### src/bia_pkg.sv
package bia_pkg;

    localparam int CAPACITY   = 256;
    localparam int CHUNK_BITS = 64;
    localparam int NCHUNKS    = (CAPACITY + CHUNK_BITS - 1) / CHUNK_BITS;
    localparam int CHUNK_W    = (CHUNK_BITS > 1) ? $clog2(CHUNK_BITS) : 1;
    localparam int CW         = (NCHUNKS > 1) ? $clog2(NCHUNKS) : 1;

    localparam int IDX_W    = 9;
    localparam int STATUS_W = 2;

    typedef logic [IDX_W-1:0]      idx_t;
    typedef logic [STATUS_W-1:0]   status_t;
    typedef logic [CHUNK_BITS-1:0] word_t;

    localparam logic KIND_ALLOC = 1'b0;
    localparam logic KIND_FREE  = 1'b1;

    localparam status_t STATUS_OK       = 2'd0;
    localparam status_t STATUS_FULL     = 2'd1;
    localparam status_t STATUS_BAD_FREE = 2'd2;

    localparam idx_t CAP_RESET = idx_t'(256);
    localparam idx_t CAP_MAX   = idx_t'(CAPACITY);

    // bits j of a word whose position has bit k set
    function automatic word_t pos_mask(input int k);
        word_t m;
        m = '0;
        for (int j = 0; j < CHUNK_BITS; j++)
        begin
            m[j] = ((j >> k) & 1) == 1;
        end
        return m;
    endfunction

endpackage

### src/bia_if.sv
interface bia_req_if;
    logic             valid;
    logic             ready;
    logic             kind;
    bia_pkg::idx_t    free_index;

    modport source (output valid, output kind, output free_index, input ready);
    modport sink   (input valid, input kind, input free_index, output ready);
endinterface

interface bia_rsp_if;
    logic             valid;
    logic             ready;
    bia_pkg::idx_t    alloc_index;
    bia_pkg::status_t status;
    bia_pkg::idx_t    high_water;

    modport source (output valid, output alloc_index, output status, output high_water,
                    input ready);
    modport sink   (input valid, input alloc_index, input status, input high_water,
                    output ready);
endinterface

interface bia_cfg_if;
    logic             valid;
    logic             ready;
    bia_pkg::idx_t    data;

    modport source (output valid, output data, input ready);
    modport sink   (input valid, input data, output ready);
endinterface

### src/bitmap_index_allocator_core.sv
// channel  dir  beat payload                          accepted when
// req      in   kind, free_index                      req.valid && req.ready
// rsp      out  alloc_index, status, high_water       rsp.valid && rsp.ready
// cfg      in   data (capacity_in_use)                cfg.valid && cfg.ready
//
// Allocate: accepted in ST_IDLE, then one bitmap word per cycle through the
// find-first unit until a word holds a free bit or all NCHUNKS (4) are read;
// result registered on the last. Free: accept, then a check/update in ST_FREE.
// rst_n clears the bitmap to all free, high-water to 0, capacity to 256.
// req is ready only when idle and the result register is empty or draining;
// cfg is always ready.
module bitmap_index_allocator_core
(
    input  logic clk,
    input  logic rst_n,
    bia_req_if.sink   req,
    bia_rsp_if.source rsp,
    bia_cfg_if.sink   cfg
);

    typedef enum logic [1:0]
    {
        ST_IDLE,
        ST_SCAN,
        ST_FREE
    } state_t;

    state_t                 state_reg, state_next;
    logic [bia_pkg::CW-1:0] chunk_reg, chunk_next;
    bia_pkg::idx_t          fidx_reg, fidx_next;
    bia_pkg::word_t         map_reg [bia_pkg::NCHUNKS];
    bia_pkg::word_t         map_next [bia_pkg::NCHUNKS];
    bia_pkg::idx_t          hw_reg, hw_next;
    bia_pkg::idx_t          cap_reg, cap_next;
    logic                   rsp_valid_reg, rsp_valid_next;
    bia_pkg::idx_t          rsp_index_reg, rsp_index_next;
    bia_pkg::status_t       rsp_status_reg, rsp_status_next;

    logic                        req_fire;
    bia_pkg::idx_t               cap_eff;
    bia_pkg::idx_t               fidx_m1;
    logic [bia_pkg::CW-1:0]      free_chunk;
    logic [bia_pkg::CHUNK_W-1:0] free_bit;
    logic [bia_pkg::CW-1:0]      rd_addr;
    bia_pkg::word_t              word;
    bia_pkg::word_t              iso;
    logic [bia_pkg::CHUNK_W-1:0] pos;
    bia_pkg::idx_t               cand;

    assign req.ready   = (state_reg == ST_IDLE) && (!rsp_valid_reg || rsp.ready);
    assign req_fire    = req.valid && req.ready;
    assign cfg.ready   = 1'b1;

    assign rsp.valid       = rsp_valid_reg;
    assign rsp.alloc_index = rsp_index_reg;
    assign rsp.status      = rsp_status_reg;
    assign rsp.high_water  = hw_reg;

    assign cap_eff    = (cap_reg > bia_pkg::CAP_MAX) ? bia_pkg::CAP_MAX : cap_reg;
    assign fidx_m1    = fidx_reg - 1'b1;
    assign free_chunk = fidx_m1[bia_pkg::CHUNK_W +: bia_pkg::CW];
    assign free_bit   = fidx_m1[bia_pkg::CHUNK_W-1:0];

    // find-first unit on one bitmap word; the word read is shared with free
    assign rd_addr = (state_reg == ST_FREE) ? free_chunk : chunk_reg;
    assign word    = map_reg[rd_addr];
    assign iso     = word & (~word + 1'b1);

    always_comb
    begin
        for (int k = 0; k < bia_pkg::CHUNK_W; k++)
        begin
            pos[k] = |(iso & bia_pkg::pos_mask(k));
        end
    end

    assign cand = bia_pkg::idx_t'({chunk_reg, pos}) + 1'b1;

    always_comb
    begin
        state_next      = state_reg;
        chunk_next      = chunk_reg;
        fidx_next       = fidx_reg;
        map_next        = map_reg;
        hw_next         = hw_reg;
        cap_next        = cap_reg;
        rsp_valid_next  = rsp_valid_reg;
        rsp_index_next  = rsp_index_reg;
        rsp_status_next = rsp_status_reg;

        if (cfg.valid && cfg.ready)
        begin
            cap_next = cfg.data;
        end

        if (rsp_valid_reg && rsp.ready)
        begin
            rsp_valid_next = 1'b0;
        end

        unique case (state_reg)
            ST_IDLE:
            begin
                if (req_fire)
                begin
                    chunk_next = '0;
                    fidx_next  = req.free_index;
                    state_next = (req.kind == bia_pkg::KIND_FREE) ? ST_FREE : ST_SCAN;
                end
            end
            ST_SCAN:
            begin
                if (word != '0)
                begin
                    state_next     = ST_IDLE;
                    rsp_valid_next = 1'b1;
                    if (cand <= cap_eff)
                    begin
                        map_next[rd_addr][pos] = 1'b0;
                        rsp_index_next  = cand;
                        rsp_status_next = bia_pkg::STATUS_OK;
                        if (cand > hw_reg)
                        begin
                            hw_next = cand;
                        end
                    end
                    else
                    begin
                        rsp_index_next  = '0;
                        rsp_status_next = bia_pkg::STATUS_FULL;
                    end
                end
                else if (chunk_reg == bia_pkg::CW'(bia_pkg::NCHUNKS - 1))
                begin
                    state_next      = ST_IDLE;
                    rsp_valid_next  = 1'b1;
                    rsp_index_next  = '0;
                    rsp_status_next = bia_pkg::STATUS_FULL;
                end
                else
                begin
                    chunk_next = chunk_reg + 1'b1;
                end
            end
            ST_FREE:
            begin
                state_next     = ST_IDLE;
                rsp_valid_next = 1'b1;
                rsp_index_next = '0;
                if (fidx_reg == '0 || fidx_reg > bia_pkg::CAP_MAX || word[free_bit])
                begin
                    rsp_status_next = bia_pkg::STATUS_BAD_FREE;
                end
                else
                begin
                    map_next[rd_addr][free_bit] = 1'b1;
                    rsp_status_next = bia_pkg::STATUS_OK;
                    if (fidx_reg == hw_reg)
                    begin
                        hw_next = hw_reg - 1'b1;
                    end
                end
            end
            default:
            begin
                state_next = ST_IDLE;
            end
        endcase
    end

    always_ff @(posedge clk or negedge rst_n)
    begin
        if (!rst_n)
        begin
            state_reg     <= ST_IDLE;
            chunk_reg     <= '0;
            hw_reg        <= '0;
            cap_reg       <= bia_pkg::CAP_RESET;
            rsp_valid_reg <= 1'b0;
            for (int c = 0; c < bia_pkg::NCHUNKS; c++)
            begin
                map_reg[c] <= '1;
            end
        end
        else
        begin
            state_reg     <= state_next;
            chunk_reg     <= chunk_next;
            hw_reg        <= hw_next;
            cap_reg       <= cap_next;
            rsp_valid_reg <= rsp_valid_next;
            map_reg       <= map_next;
        end
    end

    always_ff @(posedge clk)
    begin
        fidx_reg       <= fidx_next;
        rsp_index_reg  <= rsp_index_next;
        rsp_status_reg <= rsp_status_next;
    end

endmodule

### src/flat_wrapper.sv
// flat-port wrapper written by rule: the top's interface ports become plain ports
module bitmap_index_allocator_core_flat 
  (clk, rst_n, req_valid, req_kind, req_free_index, req_ready, rsp_valid, rsp_alloc_index, rsp_status, rsp_high_water, rsp_ready, cfg_valid, cfg_data, cfg_ready);
  bia_req_if req_i ();
  bia_rsp_if rsp_i ();
  bia_cfg_if cfg_i ();
  input  logic clk;
  input  logic rst_n;
  input wire logic [$bits(req_i.valid)-1:0] req_valid;
  input wire logic [$bits(req_i.kind)-1:0] req_kind;
  input wire logic [$bits(req_i.free_index)-1:0] req_free_index;
  output wire logic [$bits(req_i.ready)-1:0] req_ready;
  output wire logic [$bits(rsp_i.valid)-1:0] rsp_valid;
  output wire logic [$bits(rsp_i.alloc_index)-1:0] rsp_alloc_index;
  output wire logic [$bits(rsp_i.status)-1:0] rsp_status;
  output wire logic [$bits(rsp_i.high_water)-1:0] rsp_high_water;
  input wire logic [$bits(rsp_i.ready)-1:0] rsp_ready;
  input wire logic [$bits(cfg_i.valid)-1:0] cfg_valid;
  input wire logic [$bits(cfg_i.data)-1:0] cfg_data;
  output wire logic [$bits(cfg_i.ready)-1:0] cfg_ready;
  assign req_i.valid = req_valid;
  assign req_i.kind = req_kind;
  assign req_i.free_index = req_free_index;
  assign req_ready = req_i.ready;
  assign rsp_valid = rsp_i.valid;
  assign rsp_alloc_index = rsp_i.alloc_index;
  assign rsp_status = rsp_i.status;
  assign rsp_high_water = rsp_i.high_water;
  assign rsp_i.ready = rsp_ready;
  assign cfg_i.valid = cfg_valid;
  assign cfg_i.data = cfg_data;
  assign cfg_ready = cfg_i.ready;
  bitmap_index_allocator_core u_core (.clk(clk), .rst_n(rst_n), .req(req_i), .rsp(rsp_i), .cfg(cfg_i));
endmodule
### config.mk
export PLATFORM = sky130hd
export DESIGN_NAME = bitmap_index_allocator_core_flat
export DESIGN_NICKNAME = d
export VERILOG_FILES = /design/src/bia_pkg.sv /design/src/bia_if.sv /design/src/bitmap_index_allocator_core.sv /design/src/flat_wrapper.sv
export SDC_FILE = /design/constraint.sdc
export NUM_CORES = 1
export LEC_CHECK = 0
export ABC_AREA = 1
export ABC_CLOCK_PERIOD_IN_PS = 10100
export BUFFER_PORTS_ARGS = -buffer_cell sky130_fd_sc_hd__buf_2
export CAP_MARGIN = 20
export CORE_MARGIN = 2
export CORE_UTILIZATION = 40
export CTS_CLUSTER_DIAMETER = 60
export DETAILED_ROUTE_END_ITERATION = 8
export PLACE_DENSITY = 0.58
export SYNTH_ARGS = -nofsm -noshare
export SYNTH_HDL_FRONTEND = slang
export SYNTH_SLANG_ARGS = --single-unit
### constraint.sdc
create_clock -name clk -period 10.1 [get_ports clk]
set_input_delay 0.505 -clock clk [delete_from_list [all_inputs] [get_ports clk]]
set_output_delay 0.505 -clock clk [all_outputs]
set_load 0.01 [all_outputs]
==> flow_summary.yaml <==
status:
  status: "completed"
die:
  rows: 90
  fp.coreArea_sq_mm: 0.06013
  die_w_microns: 250.4
  ios: 47
  die_h_microns: 250.4
  dieArea_sq_mm: 0.06269
  floorplan.initialDensity_pct: 40.38
global_routing:
  gr-total-overflow: 0
  use_met3_pct: 6.526
  grt_pass1_wl_microns: 145000
  grt_busiest_layer: "met2"
  grt_pass1_vias: 23963
  grtUsageMet1_pct: 41.39
  grt_max_degree: 158
  use_met2_pct: 43.52
  antenna_found_initial: 1
  grt.total_usage_pct: 29.43
placed_design:
  gp_congestion: 1.012
  port_buffers: 45
  postPlaceCellArea_sq_mm: 0.02485
  hpwl_microns: 60130
  post-place-cells: 4561
final_layout:
  diodes: 0
  syn_to_final_growth_pct: 7.910
  final_common_cell: "nand2_1"
  final_nets: 3871
  num-fill-cells: 6423
  final_cell_mix: "nand2_1, o21ai_0, nor2_1"
  largest_reg_flops: 256
  final_cell_area_sq_mm: 0.02620
  stdcell_count: 4635
  drive_gt1_share_pct: 13.37
drt:
  drtPass1Iterations: 8
  drc_errors: 0
  drtIter0Drc: 2703
  wire_per_inst_microns: 20.28
  finalWirelength_microns: 94020
  via_count: 26372
  via_per_inst: 5.690
  antenna_left: 0
logic_synthesis:
  synth-seq-cells: 299
  ys_async_sr_fraction_pct: 93.31
  yosys.area.top_type: "dfstp_2"
  ys_seq_area_share_pct: 32.55
  synth_fp_nets: 3959
  ys_warn_count: 0
  synth.top_cell.area_share_pct: 27.81
  synthCells: 3912
  netlist_area_sq_mm: 0.02428
  synth_edf_count: 20
  avgSynthCellArea_sq_um: 6.207
  ys.flop_type: "dfstp_2"
  ys_types: 59
  ys_top_cells_by_area: "dfstp_2, nand2_1, o21ai_0"
sta:
  clock_skew_ps: 29.85
  fin_crit_ps: 8385
  whs_ps: 20.95
  maxSlewViolCount: 0
  setup_tns_ps: 0
  fin_crit_sh_pct: 83.01
  slew_headroom_pct: 25.74
  hold_violations: 0
  tightestPinTransition_ps: 1105
  rsz0062_at_grt: "false"
  max_freq_mhz: 119.3
  setup_viol: 0
cts:
  clock_path_buffers: 3
  cts-resized-gates: 0
  cts.clk_slew.worst_paths_ps: 50
  cts_hold_buf: 0
  clk_latency_ps: 600
  cts-root-buf: "clkbuf_16"
  numCtsBuffers: 43
  cts_tree: "built"
  post_cts_buffers: 0
  clock-sinks: 299
  cts_max_level: 2
setup_path:
  r2r_cells: 36
  slowest_stage: "nand3_4"
  critical_path_buf_inv_count: 5
  cpPeakStageDelay_ps: 540
  worst_ep_arrival_time_ps: 8900
  cp_top_family: "simple AND/OR/NAND/NOR gates"
  r2r_slack_ps: 1720
  cpMostUsedCell: "nand2_1"
  path_class: "flip-flop to flip-flop"
  crit_required_ps: 10620
  worstReg2RegStart: "u_core.state_reg[0]"
  end_kind: "flip-flop"
  r2r_end: "u_core.map_reg[65]"
  cp_max_fo: 80
  cp-start-kind: "flip-flop"
worst_hold_path:
  hold_class: "input pin to async pin"
run:
  cap_violations: 0
worst reg2reg max path: cells and delay by family, from the launching register on:
kind | cells | cell delay [ps]
buffers and inverters | 5 | 1640
adder cells (fa/ha/maj) | 2 | 850
AO/OA/AOI/OAI | 2 | 310
XOR/XNOR | 1 | 170
flip-flops | 1 | 390
AND/OR/NAND/NOR | 26 | 4970
Yosys cell counts, types with 15 or more instances:
library cell and count:
buf_6 23, nand2_2 17, nand2_1 1529, clkbuf_1 112, o21ai_1 15, edfxtp_1 20
dfstp_2 257, nand4_1 39, a21oi_1 132, buf_2 61, buf_4 18, nor3_1 39
nor2_1 401, nand3_1 220, ha_1 23, o21ai_0 499, a31oi_1 34, nor2_2 26
inv_1 203, dfrtp_1 22, o211ai_1 91
cells by family after synthesis:
kind of cell / Yosys count / synth area share, %
AO/OA/AOI/OAI: 813 / 18.40
multiplexers: 6 / 0.2782
XOR/XNOR: 15 / 0.5410
flip-flops: 299 / 32.55
other: 1 / 0.01544
adder cells (fa/ha/maj): 23 / 1.185
AND/OR/NAND/NOR: 2305 / 38.63
buffers and inverters: 450 / 8.394
area by class of cell:
| class | instances | area, sq um | area share (%) |
|---|---|---|---|
| clock buffer | 53 | 1185 | 4.522 |
| multi-input combinational | 3163 | 14430 | 55.08 |
| tap | 782 | 978.4 | 3.734 |
| sequential | 299 | 7904 | 30.17 |
| timing repair buffer | 93 | 680.7 | 2.598 |
| clock inverter | 21 | 167.7 | 0.6399 |
| inverter | 224 | 853.3 | 3.257 |
stage by stage:
stage / util [%] / setup slack (ps)
2_1_floorplan: - / 4940
3_3_place_gp: 41.32 / 2129
3_5_place_dp: 41.32 / 2010
4_1_cts: 43.57 / 1977
5_1_grt: 43.57 / 942.5
6_report: 43.57 / 1715
routing by layer:
| metal | share of wire, % | vias to the layer above |
|---|---|---|
| met2 | 42 | 1101 |
| met1 | 44 | 12399 |
| li1 | - | 12643 |
| met3 | 9.2 | 227 |
| met5 | 0.014 | - |
| met4 | 4.2 | 2 |
worst max-delay path by stage:
stage,start,to,slack [ps],cells past startpoint
global route,u_core.fidx_reg[0],u_core.map_reg[208],940,40
CTS,u_core.fidx_reg[0],u_core.map_reg[65],1980,40
global placement,u_core.fidx_reg[0],u_core.map_reg[43],2130,39
finish,u_core.state_reg[0],u_core.map_reg[65],1720,36
detailed placement,u_core.fidx_reg[0],u_core.map_reg[65],2010,40
floorplan,u_core.fidx_reg[0],u_core.rsp.high_water[6],4940,44
Power is left out: the tool's default activity adds up to more than one toggle a clock period on the data nets, which glitch-free logic cannot reach.
